===== config.mk =====
export PLATFORM = sky130hd
export DESIGN_NAME = multi_sensor_fire_alarm_fusion_unit
export DESIGN_NICKNAME = d
export VERILOG_FILES = /design/src/rtl/mfaf_pkg.sv /design/src/rtl/multi_sensor_fire_alarm_fusion_unit.sv /design/src/rtl/mfaf_fifo.sv /design/src/rtl/mfaf_front.sv /design/src/rtl/mfaf_back.sv
export SDC_FILE = /design/constraint.sdc
export NUM_CORES = 1
export LEC_CHECK = 0
export ABC_AREA = 1
export BUFFER_PORTS_ARGS = -buffer_cell sky130_fd_sc_hd__buf_2
export CORE_MARGIN = 2
export CORE_UTILIZATION = 45
export CTS_CLUSTER_SIZE = 14
export DETAILED_ROUTE_END_ITERATION = 12
export GPL_TIMING_DRIVEN = 1
export SYNTH_ARGS = -nofsm -noshare
export SYNTH_HDL_FRONTEND = slang
export SYNTH_SLANG_ARGS = --single-unit

===== constraint.sdc =====
create_clock -name clock -period 2.83 [get_ports clock]
set_clock_uncertainty 0.05 [all_clocks]
set_input_delay 0 -clock clock [delete_from_list [all_inputs] [get_ports clock]]
set_output_delay 0 -clock clock [all_outputs]
set_load 0.01 [all_outputs]

===== src/rtl/mfaf_pkg.sv =====
package mfaf_pkg;

   localparam int CODE_W         = 12;
   localparam int TRIG_N         = 5;
   localparam int CSR_INDEX_W    = 3;
   localparam int WINDOW_LEN_DEF = 8;
   localparam int MID_DEPTH      = 2;
   localparam int OUT_DEPTH      = 2;

   typedef logic [CODE_W-1:0] code_type;

   localparam code_type POINT_RESET = code_type'(2048);

   typedef enum logic [CSR_INDEX_W-1:0] {
      CSR_IR_POINT    = 3'd0,
      CSR_TEMP_POINT  = 3'd1,
      CSR_CO_POINT    = 3'd2,
      CSR_CO2_POINT   = 3'd3,
      CSR_SMOKE_POINT = 3'd4
   } csr_index_type;

   typedef enum logic [1:0] {
      LED_BLANK = 2'd0,
      LED_MARK  = 2'd1,
      LED_ALL   = 2'd2
   } led_type;

   typedef struct packed {
      code_type ir_sample;
      code_type temperature;
      code_type co_level;
      code_type co2_level;
      code_type smoke_level;
   } req_type;

   // bit order matches trigger_mask: ir is bit 4, co is bit 0
   typedef struct packed {
      logic ir;
      logic smoke;
      logic co2;
      logic temp;
      logic co;
   } trigger_type;

   typedef struct packed {
      logic                alarm_on;
      logic                warning_on;
      logic                obstructed_on;
      logic                co_cause;
      code_type            ir_average;
      led_type             led_pattern;
      logic [TRIG_N-1:0]   trigger_mask;
   } rsp_type;

   typedef struct packed {
      logic                     valid;
      logic [CSR_INDEX_W-1:0]   index;
      code_type                 data;
   } csr_write_type;

endpackage


===== src/rtl/multi_sensor_fire_alarm_fusion_unit.sv =====
// Fire alarm sensor fusion. Each request is one evaluation tick carrying five 12-bit sensor
// codes; each produces exactly one response, in order. A request can be taken every cycle
// while the mid queue has room; with nothing backed up, a response reaches the result ports
// once its request has passed the mid queue and the response queue. The front keeps the IR
// window as a shift line with a running sum and checks every window entry against the IR set
// point in the accepting cycle; the back runs the hold-off counter and the alarm and warning
// states and divides the window sum by a reciprocal multiply, one tick per cycle while the
// response queue has room. Set points are written through the csr port, always ready, and
// should be written only with no requests in flight. No clearing pass follows reset.
module multi_sensor_fire_alarm_fusion_unit #(
   parameter int WINDOW_LEN = mfaf_pkg::WINDOW_LEN_DEF
) (
   input  logic                                clock,
   input  logic                                reset,
   input  logic                                req_push,
   output logic                                req_full,
   input  mfaf_pkg::req_type                   req_data,
   output logic                                rsp_empty,
   input  logic                                rsp_pop,
   output mfaf_pkg::rsp_type                   rsp_data,
   input  logic                                csr_valid,
   output logic                                csr_ready,
   input  logic [mfaf_pkg::CSR_INDEX_W-1:0]    csr_index,
   input  mfaf_pkg::code_type                  csr_data
);

   localparam int SUM_W  = mfaf_pkg::CODE_W + $clog2(WINDOW_LEN);
   localparam int MID_W  = $bits(mfaf_pkg::trigger_type) + SUM_W;
   localparam int RSP_W  = $bits(mfaf_pkg::rsp_type);

   mfaf_pkg::csr_write_type csr;
   mfaf_pkg::trigger_type   front_trig, back_trig;
   logic [SUM_W-1:0]        front_sum, back_sum;
   logic [MID_W-1:0]        mid_rdata;
   logic [RSP_W-1:0]        out_rdata;
   mfaf_pkg::rsp_type       back_rsp;
   logic                    accept, mid_empty, out_full, fire;

   assign csr_ready = 1'b1;
   assign csr.valid = csr_valid & csr_ready;
   assign csr.index = csr_index;
   assign csr.data  = csr_data;

   assign accept = req_push & ~req_full;
   assign fire   = ~mid_empty & ~out_full;

   mfaf_front #(
      .WINDOW_LEN (WINDOW_LEN)
   ) u_front (
      .clock    (clock),
      .reset    (reset),
      .csr      (csr),
      .req      (req_data),
      .accept   (accept),
      .trig     (front_trig),
      .sum_next (front_sum)
   );

   mfaf_fifo #(
      .WIDTH (MID_W),
      .DEPTH (mfaf_pkg::MID_DEPTH)
   ) u_mid_fifo (
      .clock (clock),
      .reset (reset),
      .push  (req_push),
      .wdata ({front_trig, front_sum}),
      .full  (req_full),
      .pop   (fire),
      .rdata (mid_rdata),
      .empty (mid_empty)
   );

   assign {back_trig, back_sum} = mid_rdata;

   mfaf_back #(
      .WINDOW_LEN (WINDOW_LEN)
   ) u_back (
      .clock (clock),
      .reset (reset),
      .fire  (fire),
      .trig  (back_trig),
      .sum   (back_sum),
      .rsp   (back_rsp)
   );

   mfaf_fifo #(
      .WIDTH (RSP_W),
      .DEPTH (mfaf_pkg::OUT_DEPTH)
   ) u_out_fifo (
      .clock (clock),
      .reset (reset),
      .push  (fire),
      .wdata (back_rsp),
      .full  (out_full),
      .pop   (rsp_pop),
      .rdata (out_rdata),
      .empty (rsp_empty)
   );

   assign rsp_data = mfaf_pkg::rsp_type'(out_rdata);

endmodule


===== src/rtl/mfaf_fifo.sv =====
module mfaf_fifo #(
   parameter int WIDTH = 8,
   parameter int DEPTH = 2
) (
   input  logic             clock,
   input  logic             reset,
   input  logic             push,
   input  logic [WIDTH-1:0] wdata,
   output logic             full,
   input  logic             pop,
   output logic [WIDTH-1:0] rdata,
   output logic             empty
);

   localparam int PTR_W = (DEPTH > 1) ? $clog2(DEPTH) : 1;
   localparam int CNT_W = $clog2(DEPTH + 1);

   logic [WIDTH-1:0] mem_ff [DEPTH];
   logic [PTR_W-1:0] wr_ptr_ff, wr_ptr_in;
   logic [PTR_W-1:0] rd_ptr_ff, rd_ptr_in;
   logic [CNT_W-1:0] count_ff, count_in;
   logic             do_push, do_pop;

   assign full    = (count_ff == CNT_W'(DEPTH));
   assign empty   = (count_ff == '0);
   assign do_push = push & ~full;
   assign do_pop  = pop & ~empty;
   assign rdata   = mem_ff[rd_ptr_ff];

   always_comb begin
      wr_ptr_in = wr_ptr_ff;
      rd_ptr_in = rd_ptr_ff;
      count_in  = count_ff;
      if (do_push) begin
         wr_ptr_in = (wr_ptr_ff == PTR_W'(DEPTH - 1)) ? '0 : wr_ptr_ff + PTR_W'(1);
      end
      if (do_pop) begin
         rd_ptr_in = (rd_ptr_ff == PTR_W'(DEPTH - 1)) ? '0 : rd_ptr_ff + PTR_W'(1);
      end
      if (do_push && !do_pop) begin
         count_in = count_ff + CNT_W'(1);
      end else if (do_pop && !do_push) begin
         count_in = count_ff - CNT_W'(1);
      end
   end

   always_ff @(posedge clock) begin
      if (reset) begin
         wr_ptr_ff <= '0;
         rd_ptr_ff <= '0;
         count_ff  <= '0;
      end else begin
         wr_ptr_ff <= wr_ptr_in;
         rd_ptr_ff <= rd_ptr_in;
         count_ff  <= count_in;
      end
   end

   always_ff @(posedge clock) begin
      if (do_push) begin
         mem_ff[wr_ptr_ff] <= wdata;
      end
   end

endmodule


===== src/rtl/mfaf_front.sv =====
module mfaf_front #(
   parameter int WINDOW_LEN = mfaf_pkg::WINDOW_LEN_DEF
) (
   input  logic                                               clock,
   input  logic                                               reset,
   input  mfaf_pkg::csr_write_type                            csr,
   input  mfaf_pkg::req_type                                  req,
   input  logic                                               accept,
   output mfaf_pkg::trigger_type                              trig,
   output logic [mfaf_pkg::CODE_W+$clog2(WINDOW_LEN)-1:0]     sum_next
);

   localparam int SUM_W = mfaf_pkg::CODE_W + $clog2(WINDOW_LEN);

   mfaf_pkg::code_type ir_point_ff, temp_point_ff, co_point_ff, co2_point_ff, smoke_point_ff;
   mfaf_pkg::code_type window_ff [WINDOW_LEN];
   mfaf_pkg::code_type window_in [WINDOW_LEN];
   logic [SUM_W-1:0]   sum_ff, sum_in;
   logic               low_all;

   // shift line: entry 0 newest, last entry oldest
   always_comb begin
      window_in[0] = req.ir_sample;
      for (int i = 1; i < WINDOW_LEN; i++) begin
         window_in[i] = window_ff[i-1];
      end
      low_all = 1'b1;
      for (int i = 0; i < WINDOW_LEN; i++) begin
         low_all = low_all & (window_in[i] <= ir_point_ff);
      end
      sum_in = sum_ff - SUM_W'(window_ff[WINDOW_LEN-1]) + SUM_W'(req.ir_sample);
   end

   assign sum_next   = sum_in;
   assign trig.ir    = low_all;
   assign trig.smoke = (req.smoke_level >= smoke_point_ff);
   assign trig.co2   = (req.co2_level <= co2_point_ff);
   assign trig.temp  = (req.temperature >= temp_point_ff);
   assign trig.co    = (req.co_level <= co_point_ff);

   always_ff @(posedge clock) begin
      if (reset) begin
         for (int i = 0; i < WINDOW_LEN; i++) begin
            window_ff[i] <= '0;
         end
         sum_ff <= '0;
      end else if (accept) begin
         for (int i = 0; i < WINDOW_LEN; i++) begin
            window_ff[i] <= window_in[i];
         end
         sum_ff <= sum_in;
      end
   end

   always_ff @(posedge clock) begin
      if (reset) begin
         ir_point_ff    <= mfaf_pkg::POINT_RESET;
         temp_point_ff  <= mfaf_pkg::POINT_RESET;
         co_point_ff    <= mfaf_pkg::POINT_RESET;
         co2_point_ff   <= mfaf_pkg::POINT_RESET;
         smoke_point_ff <= mfaf_pkg::POINT_RESET;
      end else if (csr.valid) begin
         case (mfaf_pkg::csr_index_type'(csr.index))
            mfaf_pkg::CSR_IR_POINT: begin
               ir_point_ff <= csr.data;
            end
            mfaf_pkg::CSR_TEMP_POINT: begin
               temp_point_ff <= csr.data;
            end
            mfaf_pkg::CSR_CO_POINT: begin
               co_point_ff <= csr.data;
            end
            mfaf_pkg::CSR_CO2_POINT: begin
               co2_point_ff <= csr.data;
            end
            mfaf_pkg::CSR_SMOKE_POINT: begin
               smoke_point_ff <= csr.data;
            end
            default: begin
            end
         endcase
      end
   end

endmodule


===== src/rtl/mfaf_back.sv =====
module mfaf_back #(
   parameter int WINDOW_LEN = mfaf_pkg::WINDOW_LEN_DEF
) (
   input  logic                                           clock,
   input  logic                                           reset,
   input  logic                                           fire,
   input  mfaf_pkg::trigger_type                          trig,
   input  logic [mfaf_pkg::CODE_W+$clog2(WINDOW_LEN)-1:0] sum,
   output mfaf_pkg::rsp_type                              rsp
);

   localparam int LOG_N   = $clog2(WINDOW_LEN);
   localparam int SUM_W   = mfaf_pkg::CODE_W + LOG_N;
   localparam int SHIFT   = SUM_W + LOG_N;
   localparam int RECIP_W = SUM_W + 1;
   localparam int PROD_W  = SUM_W + RECIP_W;
   localparam longint unsigned RECIP =
      ((64'd1 << SHIFT) + 64'(WINDOW_LEN) - 64'd1) / 64'(WINDOW_LEN);
   localparam int HOLD_W  = $clog2(WINDOW_LEN + 4);

   logic [HOLD_W-1:0] hold_ff, hold_in, hold_dec;
   logic              alarm_ff, alarm_in, warning_ff, warning_in;
   logic              held, alarm_keep, warning_keep, alarm_hit, obstructed;
   logic [PROD_W-1:0] product;
   mfaf_pkg::led_type led;

   always_comb begin
      held = alarm_ff | warning_ff;
      if (!held) begin
         hold_dec = '0;
      end else if (hold_ff >= HOLD_W'(WINDOW_LEN)) begin
         hold_dec = HOLD_W'(WINDOW_LEN - 1);
      end else if (hold_ff != '0) begin
         hold_dec = hold_ff - HOLD_W'(1);
      end else begin
         hold_dec = '0;
      end
      alarm_keep   = alarm_ff & (hold_dec != '0);
      warning_keep = warning_ff & (hold_dec != '0);

      hold_in = hold_dec + HOLD_W'(trig.co) + HOLD_W'(trig.temp) + HOLD_W'(trig.co2)
              + HOLD_W'(trig.smoke);
      alarm_hit  = alarm_keep | trig.co;
      obstructed = (hold_in < HOLD_W'(2)) & trig.ir & ~alarm_hit;

      if (hold_in >= HOLD_W'(2)) begin
         alarm_in   = 1'b1;
         warning_in = warning_keep;
      end else if ((hold_in == HOLD_W'(1)) && !alarm_hit) begin
         alarm_in   = alarm_hit;
         warning_in = 1'b1;
      end else begin
         alarm_in   = alarm_hit;
         warning_in = 1'b0;
      end

      if (alarm_in) begin
         led = mfaf_pkg::LED_ALL;
      end else if (warning_in || obstructed) begin
         led = mfaf_pkg::LED_MARK;
      end else begin
         led = mfaf_pkg::LED_BLANK;
      end
   end

   // exact floor division by the window length via reciprocal
   assign product = PROD_W'(sum) * PROD_W'(RECIP_W'(RECIP));

   assign rsp.alarm_on      = alarm_in;
   assign rsp.warning_on    = warning_in;
   assign rsp.obstructed_on = obstructed;
   assign rsp.co_cause      = trig.co;
   assign rsp.ir_average    = product[SHIFT +: mfaf_pkg::CODE_W];
   assign rsp.led_pattern   = led;
   assign rsp.trigger_mask  = trig;

   always_ff @(posedge clock) begin
      if (reset) begin
         hold_ff    <= '0;
         alarm_ff   <= 1'b0;
         warning_ff <= 1'b0;
      end else if (fire) begin
         hold_ff    <= hold_in;
         alarm_ff   <= alarm_in;
         warning_ff <= warning_in;
      end
   end

endmodule


==> impl_table.tex, run 1 <==
\begin{tabular}{lr}
\hline
Metric & Value \\
\hline
\multicolumn{2}{l}{\textbf{Global routing}} \\
\quad Initial antenna violation count & 0 \\
\quad Vias in the first global route & 10360 \\
\quad Wire length of the first global-routing pass & 52.85 mm \\
\quad Maximum number of pins on one net before global-route repair & 73 \\
\quad Total congestion overflow after global routing & 0 \\
\quad Overall track demand over capacity in global routing & 19.61\% \\
\multicolumn{2}{l}{\textbf{Logic synthesis}} \\
\quad Main flop type after synthesis & sky130\_fd\_sc\_hd\_\_edfxtp\_1 \\
\quad Total of flip-flops plus latches after synthesis & 263 \\
\quad Post-Synthesis Net Count & 1802 \\
\quad Synthesized netlist cell count & 1545 \\
\quad Share of flip-flops with an asynchronous set or reset & 0\% \\
\quad Number of synthesized flops with an enable pin & 172 \\
\quad Share of synthesized area occupied by flip-flops and latches & 48.23\% \\
\quad Mean post-synth cell area & 9.375 µm² \\
\quad Number of different library cells in the post-synthesis netlist & 39 \\
\quad Post-Syn Area & 0.01449 mm² \\
\quad Yosys warning total & 0 \\
\multicolumn{2}{l}{\textbf{Timing}} \\
\quad Setup tns final & 0 ps \\
\quad Worst hold-check slack & 65.24 ps \\
\quad Fmax & 0.3695 GHz \\
\quad Worst-Margin Slew & 1080 ps \\
\quad Post-route fraction of the period consumed by the critical path & 95.62\% \\
\quad Final period demand of the worst path & 2706 ps \\
\quad Final max-slew violation count & 0 \\
\quad Final hold violation count & 0 \\
\quad Slew Limit Headroom & 27.91\% \\
\quad Final count of negative-setup-slack endpoints & 0 \\
\multicolumn{2}{l}{\textbf{Pwr}} \\
\quad Largest voltage drop on the vdd net & 0.0005672 V \\
\quad Standby leakage power & 7.589 nW \\
\quad PwrDens & 881.2 mW/mm² \\
\multicolumn{2}{l}{\textbf{Worst hold path}} \\
\quad Hold crit path type & in -> reg \\
\multicolumn{2}{l}{\textbf{Layout}} \\
\quad Number of filler cells placed in the layout & 2901 \\
\quad Antenna Diode Count & 0 \\
\quad Number of nets in the finished design & 1960 \\
\quad Most frequent standard cell in the layout excluding fill and tap cells & sky130\_fd\_sc\_hd\_\_inv\_1 \\
\quad Top library cells by usage in the layout, fill and taps aside & sky130\_fd\_sc\_hd\_\_inv\_1 (299), sky130\_fd\_sc\_hd\_\_nand2\_1 (196), sky130\_fd\_sc\_hd\_\_edfxtp\_1 (172) \\
\quad Layout cells sized above 1 & 13.44\% \\
\quad Sequential standard cell area & 0.006990 mm² \\
\quad Synthesis-to-finish area growth & 16.75\% \\
\quad Total area of multi-input combinational cells & 0.006236 mm² \\
\multicolumn{2}{l}{\textbf{Die}} \\
\quad Effective utilization at floorplan & 45.79\% \\
\quad Die width & 183.4 µm \\
\quad Height of the die & 183.4 µm \\
\quad \# rows & 65 \\
\quad I/O pin cnt & 106 \\
\quad Core Area & 0.03164 mm² \\
\quad Floorplan die area & 0.03364 mm² \\
\multicolumn{2}{l}{\textbf{Route}} \\
\quad Routed Wire Length & 32.24 mm \\
\quad DRC violation count after routing & 0 \\
\quad Average wire per standard cell & 15.15 µm \\
\quad Remaining number of nets flagged by the antenna check after routing & 0 \\
\quad Drt initial violations & 667 \\
\quad Post-detailed-route via-to-cell ratio & 4.933 \\
\quad Via Count & 10500 \\
\quad TritonRoute pass-1 iters & 5 \\
\multicolumn{2}{l}{\textbf{Place}} \\
\quad Routability cong. & 0.8439 \\
\quad Port-buffer cells & 104 \\
\quad Post-detail-place hpwl & 23.69 mm \\
\multicolumn{2}{l}{\textbf{Clocking}} \\
\quad Source-to-sink clock delay at the later pin of the worst-skew pair & 560 ps \\
\quad Setup Buffers After CTS & 0 \\
\quad Max H-tree Level & 1 \\
\quad Clock Path Buffers & 3 \\
\quad Clock tree from TritonCTS & yes \\
\quad Library cell used as clock root buffer & sky130\_fd\_sc\_hd\_\_clkbuf\_16 \\
\quad Clock-pin slew reported for the worst setup and hold paths after clock tree synthesis & 60 ps \\
\quad Number of clock sinks & 263 \\
\quad Clock buffer count from CTS & 29 \\
\multicolumn{2}{l}{\textbf{Worst setup path}} \\
\quad CP max-delay cell & sky130\_fd\_sc\_hd\_\_fa\_1 \\
\quad Required time of the worst setup path & 3180 ps \\
\quad Sort of element at the end of the critical path & flip-flop \\
\quad CP Class & reg -> reg \\
\quad Nature of the critical path startpoint & flip-flop \\
\quad Largest stage delay, worst path & 530 ps \\
\quad CP max FO & 8 \\
\quad Critical-path cell list & nand2\_4, o21ai\_4, fa\_1, inv\_1, fa\_2, fa\_2, inv\_2, nand2\_2, inv\_1, nand2\_1, nand3\_2, a31oi\_4 \\
\quad Critical path data arrival time & 3050 ps \\
\multicolumn{2}{l}{\textbf{Run status}} \\
\quad Result of the run & completed \\
\multicolumn{2}{l}{\textbf{Flow run}} \\
\quad Number of max-cap violations & 0 \\
\hline
\end{tabular}
-- power by group --
part | internal [mW] | switching [mW]
clock network | 2.12 | 1.51
registers | 5.39 | 0.394
logic | 2.15 | 3.35
-- state kept, by name (all words and copies together) (netlist names), named ones only --
name,flops
u_front.window_ff,96
u_out_fifo.mem_ff,42
u_mid_fifo.mem_ff,34
u_front.sum_ff,15
u_front.co2_point_ff,12
u_front.co_point_ff,12
u_front.ir_point_ff,12
u_front.smoke_point_ff,12
u_front.temp_point_ff,12
u_back.hold_ff,4
u_mid_fifo.count_ff,2
u_out_fifo.count_ff,2
u_back.alarm_ff,1
u_back.warning_ff,1
u_mid_fifo.rd_ptr_ff,1
u_mid_fifo.wr_ptr_ff,1
u_out_fifo.rd_ptr_ff,1
u_out_fifo.wr_ptr_ff,1
-- final timing paths --
path	startpoint	to	slack [ps]	depth (start not counted)
min reg2reg	u_mid_fifo.rd_ptr_ff	flip-flop	400	1
max reg2reg	flip-flop	u_out_fifo.mem_ff[0][5]	120	12
max	flip-flop	u_out_fifo.mem_ff[0][5]	120	12
min	req_data[3]	u_mid_fifo.mem_ff[0][18]	70	6
-- logic make-up after synthesis --
kind of cell | share of synthesized area (%)
simple gates | 13.21
fa+ha+maj | 16.07
flops | 48.23
other cells | 0.02589
mux | 2.643
xor+xnor | 0.5961
buf+inv | 9.303
compound gates | 9.925
-- cell type report --
type / instances / share of cell area (%)
clock buffer: 44 / 4.927
clock inverter: 10 / 0.4883
inverter: 307 / 6.829
multi-input combinational: 938 / 36.87
sequential: 263 / 41.34
tap: 402 / 2.974
timing repair buffer: 164 / 6.570
-- per-stage QoR --
step	instance area, µm²	total power, mW	cells	worst slack (ps)	utilization [%]
4_1_cts	16830	14.84	2128	29.09	53.19
3_5_place_dp	15500	11.12	2033	-32.70	49.00
6_report	16910	14.90	2128	123.9	53.45
5_1_grt	16910	16.04	2128	-17.90	53.45
3_3_place_gp	15500	10.99	2033	5.535	49.00
2_1_floorplan	14500	9.548	1545	0.4783	-
-- cells in the mapped netlist, types with 5 or more instances --
cell | number | area, µm²
sky130_fd_sc_hd__mux2_2 | 34 | 382.9
sky130_fd_sc_hd__o21ai_0 | 73 | 365.4
sky130_fd_sc_hd__nor3_1 | 7 | 35.03
sky130_fd_sc_hd__nor2_1 | 167 | 626.9
sky130_fd_sc_hd__nand3_1 | 50 | 250.2
sky130_fd_sc_hd__nand4_1 | 21 | 131.4
sky130_fd_sc_hd__o22ai_2 | 7 | 87.58
sky130_fd_sc_hd__o21ai_1 | 18 | 90.09
sky130_fd_sc_hd__buf_2 | 15 | 75.07
sky130_fd_sc_hd__inv_1 | 301 | 1130
sky130_fd_sc_hd__o21bai_1 | 7 | 52.55
sky130_fd_sc_hd__nand2_1 | 199 | 747.0
sky130_fd_sc_hd__fa_1 | 15 | 300.3
sky130_fd_sc_hd__a21o_1 | 5 | 37.54
sky130_fd_sc_hd__inv_2 | 6 | 22.52
sky130_fd_sc_hd__dfxtp_1 | 91 | 1822
sky130_fd_sc_hd__clkbuf_1 | 15 | 56.30
sky130_fd_sc_hd__and2_1 | 8 | 50.05
sky130_fd_sc_hd__a21oi_1 | 125 | 625.6
sky130_fd_sc_hd__o21a_1 | 6 | 45.04
sky130_fd_sc_hd__edfxtp_1 | 172 | 5165
sky130_fd_sc_hd__ha_1 | 162 | 2027
sky130_fd_sc_hd__xor2_1 | 7 | 61.31
sky130_fd_sc_hd__o211ai_1 | 7 | 52.55
-- per-layer routing --
| layer | part of all wire (%) | GRT usage, % | up-vias |
|---|---|---|---|
| met2 | 45 | 32.38 | 164 |
| met4 | 1.7 | 4.128 | 0 |
| met3 | 3.5 | 2.298 | 41 |
| met5 | 0 | 0 | - |
| met1 | 49 | 27.87 | 4879 |
| li1 | - | - | 5414 |
-- worst max-delay path, delay by kind of cell, from the launching register on --
family	cells	cell delay, ps
adders and majority gates	3	1410
AOI/OAI and AO/OA	2	240
buffers and inverters	3	130
and+or+nand+nor	4	310
DFF	1	400
-- timing repair --
action / in CTS / in global routing
pin swaps: 0 / 3
endpoints found under the setup margin: 4 / 10
hold buffers: 41 / 0
gates resized for setup: 1 / 20
hold endpoints to repair: 94 / 0
(Power assumes the default switching activity.)
==> run 2, diff against run 1 <==
==> constraint.sdc (replaced) <==
create_clock -name clock -period 2.5 [get_ports clock]
set_clock_uncertainty 0.05 [all_clocks]
set_input_delay 0 -clock clock [delete_from_list [all_inputs] [get_ports clock]]
set_output_delay 0 -clock clock [all_outputs]
set_load 0.01 [all_outputs]
==> impl_table.tex, run 2 (synthesis gave the netlist of run 1 again) <==
\begin{tabular}{lr}
\hline
Metric & Value \\
\hline
\multicolumn{2}{l}{\textbf{Route}} \\
\quad Post-detailed-route via-to-cell ratio & 4.943 \\
\quad Routed Wire Length & 32.24 mm \\
\quad Average wire per standard cell & 15.03 µm \\
\quad Drt initial violations & 589 \\
\quad DRC violation count after routing & 0 \\
\quad Via Count & 10600 \\
\quad TritonRoute pass-1 iters & 7 \\
\quad Remaining number of nets flagged by the antenna check after routing & 0 \\
\multicolumn{2}{l}{\textbf{Worst setup path}} \\
\quad CP max FO & 8 \\
\quad Nature of the critical path startpoint & flip-flop \\
\quad Worst Reg-to-Reg Cells & 12 \\
\quad Required time of the worst setup path & 2840 ps \\
\quad Critical path data arrival time & 3000 ps \\
\quad Critical-path cell list & nand2\_4, o21ai\_4, fa\_1, inv\_1, fa\_2, fa\_2, inv\_2, nand2\_2, inv\_1, nand2\_1, nand3\_2, a31oi\_2 \\
\quad Largest stage delay, worst path & 530 ps \\
\quad Family with the most delay on the worst path & adder cells \\
\quad Worst path depth & 12 \\
\quad CP max-delay cell & sky130\_fd\_sc\_hd\_\_fa\_2 \\
\quad CP Class & reg -> reg \\
\quad Worst Path Buf+Inv & 3 \\
\quad Sort of element at the end of the critical path & flip-flop \\
\multicolumn{2}{l}{\textbf{Run status}} \\
\quad Result of the run & finished with violations \\
\quad Failing checks & setup timing \\
\multicolumn{2}{l}{\textbf{Die}} \\
\quad Die width & 183.4 µm \\
\quad Effective utilization at floorplan & 45.79\% \\
\quad \# rows & 65 \\
\quad Height of the die & 183.4 µm \\
\quad Core Area & 0.03164 mm² \\
\quad I/O pin cnt & 106 \\
\quad Floorplan die area & 0.03364 mm² \\
\multicolumn{2}{l}{\textbf{Clocking}} \\
\quad Number of clock sinks & 263 \\
\quad Clock tree from TritonCTS & yes \\
\quad Clock Path Buffers & 3 \\
\quad Clock buffer count from CTS & 28 \\
\quad Library cell used as clock root buffer & sky130\_fd\_sc\_hd\_\_clkbuf\_16 \\
\quad Max H-tree Level & 1 \\
\quad Source-to-sink clock delay at the later pin of the worst-skew pair & 560 ps \\
\quad Clock-pin slew reported for the worst setup and hold paths after clock tree synthesis & 60 ps \\
\multicolumn{2}{l}{\textbf{Global routing}} \\
\quad Overall track demand over capacity in global routing & 19.39\% \\
\quad Initial antenna violation count & 0 \\
\quad Wire length of the first global-routing pass & 52.16 mm \\
\quad Maximum number of pins on one net before global-route repair & 50 \\
\quad Vias in the first global route & 10410 \\
\quad Total congestion overflow after global routing & 0 \\
\multicolumn{2}{l}{\textbf{Timing}} \\
\quad Final period demand of the worst path & 2660 ps \\
\quad Fmax & 0.3759 GHz \\
\quad Setup repair after global routing missed its margin & yes \\
\quad Final count of negative-setup-slack endpoints & 10 \\
\quad Final max-slew violation count & 0 \\
\quad Post-route fraction of the period consumed by the critical path & 106.4\% \\
\quad Slew Limit Headroom & 50.37\% \\
\quad Min setup slack post-route & -160.0 ps \\
\quad Final hold violation count & 0 \\
\quad Worst-Margin Slew & 736.7 ps \\
\multicolumn{2}{l}{\textbf{Layout}} \\
\quad Synthesis-to-finish area growth & 19.50\% \\
\quad Number of nets in the finished design & 1979 \\
\quad Largest registers ranked by flip-flop count & u\_front.window\_ff (96), u\_out\_fifo.mem\_ff (42), u\_mid\_fifo.mem\_ff (34) \\
\quad Top library cells by usage in the layout, fill and taps aside & sky130\_fd\_sc\_hd\_\_inv\_1 (297), sky130\_fd\_sc\_hd\_\_nand2\_1 (183), sky130\_fd\_sc\_hd\_\_edfxtp\_1 (172) \\
\quad Number of filler cells placed in the layout & 2833 \\
\quad Antenna Diode Count & 0 \\
\quad Most frequent standard cell in the layout excluding fill and tap cells & sky130\_fd\_sc\_hd\_\_inv\_1 \\
\quad Register with the most flip-flops & u\_front.window\_ff \\
\quad Sequential standard cell area & 0.006990 mm² \\
\quad Area of all placed cells without fillers & 0.01731 mm² \\
\quad Total area of multi-input combinational cells & 0.006434 mm² \\
\quad Layout cells sized above 1 & 17.50\% \\
\quad Largest register FFs & 96 \\
\multicolumn{2}{l}{\textbf{Place}} \\
\quad Port-buffer cells & 104 \\
\quad Post-Place Setup Slack & -256.5 ps \\
\quad Routability cong. & 0.8442 \\
\quad Placement Cell Area & 0.01562 mm² \\
\quad Post-detail-place hpwl & 23.63 mm \\
\multicolumn{2}{l}{\textbf{Pwr}} \\
\quad Standby leakage power & 7.720 nW \\
\quad Largest voltage drop on the vdd net & 0.0005777 V \\
\quad Fraction of power spent switching nets & 34.91\% \\
\quad Comb power frac & 40.3\% \\
\quad Internal power & 11.69 mW \\
\quad Sequential Power Share & 36.3\% \\
\quad PwrDens & 1038 mW/mm² \\
\quad Fraction of power consumed by the clock network & 23.4\% \\
\quad Switching power of the nets & 6.273 mW \\
\multicolumn{2}{l}{\textbf{Worst hold path}} \\
\quad Hold crit path type & in -> reg \\
\quad Hold path depth & 6 \\
\multicolumn{2}{l}{\textbf{Flow run}} \\
\quad Number of max-cap violations & 0 \\
\hline
\end{tabular}
-- run 2: cell types whose count changed in the layout (fill, tap and decap cells not counted), moves of 4 or more --
cell	before	now
sky130_fd_sc_hd__ha_1	162	153
sky130_fd_sc_hd__a21oi_2	1	8
sky130_fd_sc_hd__nand2_2	2	15
sky130_fd_sc_hd__a21oi_1	124	117
sky130_fd_sc_hd__buf_4	16	34
sky130_fd_sc_hd__nor2_1	166	162
sky130_fd_sc_hd__ha_2	0	6
sky130_fd_sc_hd__nand3_1	47	41
sky130_fd_sc_hd__clkbuf_8	3	7
sky130_fd_sc_hd__nand2_1	196	183
sky130_fd_sc_hd__nand3_2	3	8
-- run 2: per-stage QoR --
stage | hold slack [ps] | utilization [%] | power (mW) | cells | setup TNS, ps
after global routing | 64.71 | 54.71 | 19.25 | 2145 | -2182
after floorplan | 76.42 | - | 10.88 | 1545 | -1864
after CTS | 10.83 | 53.87 | 17.40 | 2140 | -1110
after detailed placement | 295.6 | 49.37 | 12.89 | 2046 | -2017
after global placement | 287.9 | 49.37 | 12.76 | 2046 | -1869
final | 33.83 | 54.71 | 17.97 | 2145 | -1123
-- run 2: cell type report --
class | count | share of cell area [%]
sequential | 263 | 40.39
multi-input combinational | 938 | 37.17
clock inverter | 6 | 0.5855
inverter | 307 | 6.672
tap | 402 | 2.906
clock buffer | 45 | 4.944
timing repair buffer | 184 | 7.337
-- run 2: repair_timing --
action                                  CTS  global route
hold endpoints to repair                 99             0
resized for setup                        11            58
setup buffers                             2             6
pin swaps                                 5            15
endpoints found under the setup margin   13            36
hold buffers                             41             0
-- run 2: routing by layer --
| layer | global-route usage, % | vias to the layer above | share of wire (%) |
|---|---|---|---|
| met5 | 0 | - | 0 |
| met1 | 26.71 | 4922 | 49 |
| met2 | 32.56 | 176 | 46 |
| met4 | 4.928 | 0 | 2.3 |
| met3 | 2.318 | 54 | 3.5 |
| li1 | - | 5450 | - |
-- run 2: power by group through the flow --
| stage | Sequential (mW) | Clock (mW) | Combinational [mW] |
|---|---|---|---|
| floorplan | 6.45 | 0 | 4.42 |
| global placement | 6.56 | 0 | 6.20 |
| detailed placement | 6.59 | 0 | 6.30 |
| CTS | 6.51 | 4.33 | 6.55 |
| global route | 6.61 | 4.50 | 8.13 |
| finish | 6.51 | 4.21 | 7.24 |
-- run 2: tightest hold or removal path: cells and delay by family --
family / cells / cell delay, ps
and+or+nand+nor: 2 / 170
adders and majority gates: 1 / 130
AOI/OAI and AO/OA: 2 / 130
buffers and inverters: 1 / 80
-- run 2: path summary, 6_finish.rpt --
path / to / from / slack [ps]
max reg2reg: u_out_fifo.mem_ff[0][5] / flip-flop / -160
max: u_out_fifo.mem_ff[0][5] / flip-flop / -160
min reg2reg: u_front.sum_ff[11] / u_front.sum_ff[11] / 400
min: u_mid_fifo.mem_ff[0][16] / req_data[42] / 30
==> run 3, diff against run 2 <==
--- a/config.mk
+++ b/config.mk
@@ -12,6 +12,8 @@
 export CTS_CLUSTER_SIZE = 14
 export DETAILED_ROUTE_END_ITERATION = 12
 export GPL_TIMING_DRIVEN = 1
+export PLACE_DENSITY_LB_ADDON = 0.25
 export SYNTH_ARGS = -nofsm -noshare
 export SYNTH_HDL_FRONTEND = slang
+export SYNTH_HIERARCHICAL = 1
 export SYNTH_SLANG_ARGS = --single-unit
==> impl_table.tex, run 3 <==
\begin{tabular}{lr}
\hline
Metric & Value \\
\hline
\multicolumn{2}{l}{\textbf{Place}} \\
\quad Routability cong. & 0.8846 \\
\quad Post-Place Setup Slack & -246.3 ps \\
\quad Post-detail-place hpwl & 23.39 mm \\
\quad Placement Cell Area & 0.01584 mm² \\
\quad Port-buffer cells & 104 \\
\multicolumn{2}{l}{\textbf{Die}} \\
\quad Effective utilization at floorplan & 45.67\% \\
\quad I/O pin cnt & 106 \\
\quad Floorplan die area & 0.03449 mm² \\
\quad Height of the die & 185.7 µm \\
\quad \# rows & 66 \\
\quad Die width & 185.7 µm \\
\quad Core Area & 0.03254 mm² \\
\multicolumn{2}{l}{\textbf{Clocking}} \\
\quad Clock buffer count from CTS & 29 \\
\quad Max H-tree Level & 1 \\
\quad Library cell used as clock root buffer & sky130\_fd\_sc\_hd\_\_clkbuf\_16 \\
\quad Clock Path Buffers & 3 \\
\quad Clock tree from TritonCTS & yes \\
\quad Source-to-sink clock delay at the later pin of the worst-skew pair & 550 ps \\
\quad Number of clock sinks & 267 \\
\quad Clock-pin slew reported for the worst setup and hold paths after clock tree synthesis & 60 ps \\
\multicolumn{2}{l}{\textbf{Timing}} \\
\quad Fmax & 0.3672 GHz \\
\quad Final max-slew violation count & 0 \\
\quad Min setup slack post-route & -223.2 ps \\
\quad Final hold violation count & 0 \\
\quad Worst-Margin Slew & 707.6 ps \\
\quad Final count of negative-setup-slack endpoints & 14 \\
\quad Slew Limit Headroom & 52.70\% \\
\quad Post-route fraction of the period consumed by the critical path & 108.9\% \\
\quad Worst hold-check slack & 3.807 ps \\
\quad Setup tns final & -2553 ps \\
\quad Final period demand of the worst path & 2723 ps \\
\quad Setup repair after global routing missed its margin & yes \\
\multicolumn{2}{l}{\textbf{Route}} \\
\quad Routed Wire Length & 32.89 mm \\
\quad DRC violation count after routing & 0 \\
\quad Remaining number of nets flagged by the antenna check after routing & 0 \\
\quad Drt initial violations & 595 \\
\quad TritonRoute pass-1 iters & 5 \\
\quad Via Count & 10720 \\
\quad Post-detailed-route via-to-cell ratio & 4.904 \\
\quad Average wire per standard cell & 15.05 µm \\
\multicolumn{2}{l}{\textbf{Worst setup path}} \\
\quad Sort of element at the end of the critical path & flip-flop \\
\quad Required time of the worst setup path & 2740 ps \\
\quad Nature of the critical path startpoint & flip-flop \\
\quad Critical path data arrival time & 2960 ps \\
\quad CP max-delay cell & sky130\_fd\_sc\_hd\_\_fa\_1 \\
\quad Worst Path Buf+Inv & 0 \\
\quad Family with the most delay on the worst path & adder cells \\
\quad Largest stage delay, worst path & 500 ps \\
\quad CP Class & reg -> reg \\
\quad Critical-path cell list & mux2\_4, fa\_1, fa\_2, fa\_2, nand3b\_1, nand3\_2, nor2\_2, nand2\_2, nor2\_2 \\
\quad CP max FO & 6 \\
\quad Flop2flop setup slack & -220 ps \\
\multicolumn{2}{l}{\textbf{Global routing}} \\
\quad Vias in the first global route & 10610 \\
\quad M1 GR Usage & 25.83\% \\
\quad Total congestion overflow after global routing & 0 \\
\quad Met3 track utilization from global routing & 2.680\% \\
\quad Maximum number of pins on one net before global-route repair & 107 \\
\quad Overall track demand over capacity in global routing & 19.30\% \\
\quad Wire length of the first global-routing pass & 52.85 mm \\
\quad Routing usage on met2 & 32.39\% \\
\quad Initial antenna violation count & 3 \\
\quad Busiest grt layer & met2 \\
\multicolumn{2}{l}{\textbf{Layout}} \\
\quad Largest registers ranked by flip-flop count & u\_front/window\_ff (96), u\_out\_fifo/mem\_ff (46), u\_mid\_fifo/mem\_ff (34) \\
\quad Register with the most flip-flops & u\_front/window\_ff \\
\quad Synthesis-to-finish area growth & 16.61\% \\
\quad Most frequent standard cell in the layout excluding fill and tap cells & sky130\_fd\_sc\_hd\_\_inv\_1 \\
\quad Largest register FFs & 96 \\
\quad Number of nets in the finished design & 1976 \\
\quad Layout cells sized above 1 & 17.75\% \\
\quad Top library cells by usage in the layout, fill and taps aside & sky130\_fd\_sc\_hd\_\_inv\_1 (286), sky130\_fd\_sc\_hd\_\_nand2\_1 (177), sky130\_fd\_sc\_hd\_\_edfxtp\_1 (176) \\
\quad Area of all placed cells without fillers & 0.01733 mm² \\
\multicolumn{2}{l}{\textbf{Pwr}} \\
\quad PwrDens & 1041 mW/mm² \\
\quad Largest voltage drop on the vdd net & 0.0006170 V \\
\quad Standby leakage power & 7.658 nW \\
\quad Overall power consumption & 18.04 mW \\
\multicolumn{2}{l}{\textbf{Logic synthesis}} \\
\quad Post-Syn Area & 0.01486 mm² \\
\quad Mean post-synth cell area & 9.446 µm² \\
\quad Synthesized netlist cell count & 1573 \\
\quad Yosys warning total & 6 \\
\quad Post-Synthesis Net Count & 1830 \\
\multicolumn{2}{l}{\textbf{Flow run}} \\
\quad Number of max-cap violations & 0 \\
\multicolumn{2}{l}{\textbf{Run status}} \\
\quad Result of the run & finished with violations \\
\quad Failing checks & setup timing \\
\multicolumn{2}{l}{\textbf{Worst hold path}} \\
\quad Hold crit path type & in -> reg \\
\hline
\end{tabular}
==> run 3: layout make-up <==
| type | count | area [µm²] |
|---|---|---|
| Antenna cell | 3 | 7.507 |
| Clock buffer | 37 | 795.8 |
| Clock inverter | 16 | 117.6 |
| Fill cell | 2950 | 15210 |
| Inverter | 300 | 1129 |
| Multi-Input combinational cell | 949 | 6455 |
| Sequential cell | 267 | 7111 |
| Tap cell | 442 | 553.0 |
| Timing Repair Buffer | 172 | 1160 |
==> run 3: routing by layer <==
metal  routed length (µm)  up-vias
met3                 1498       50
met1                15040     4978
met2                15450      214
met5                    0        -
met4                  906        0
li1                     -     5479
==> run 3: worst paths after layout <==
check	startpoint	end	cells past startpoint
worst min-delay path	req_data[47]	u_mid_fifo/mem_ff[1][16]	4
worst max-delay path	flip-flop	u_out_fifo/mem_ff[0][20]	9
worst min register to register	u_front/smoke_point_ff[4]	u_front/smoke_point_ff[4]	2
worst max register to register	flip-flop	u_out_fifo/mem_ff[0][20]	9
==> run 3: what timing repair did <==
item	in CTS	in global routing
pin swaps	3	10
hold buffers	35	0
setup endpoints to repair	20	32
buffers inserted	0	6
resized for setup	5	31
endpoints found under the hold margin	85	0
==> run 3: report_power, final <==
part	leakage [nW]	switching, mW	internal, mW
Sequential	2.53	0.385	6.20
Combinational	4.67	4.34	3.00
Clock	0.455	1.75	2.35
==> run 3: tightest hold or removal path: cells and delay by family <==
family / cells / cell delay, ps
AND/OR/NAND/NOR: 1 / 170
adder cells (fa/ha/maj): 1 / 140
buffers and inverters: 1 / 80
AO/OA/AOI/OAI: 1 / 50
==> run 3: per-stage QoR <==
step | utilization [%] | instances
final | 53.26 | 2186
after global routing | 53.26 | 2186
after CTS | 52.63 | 2177
after detailed placement | 48.69 | 2089
after global placement | 48.69 | 2089
after floorplan | - | 1573
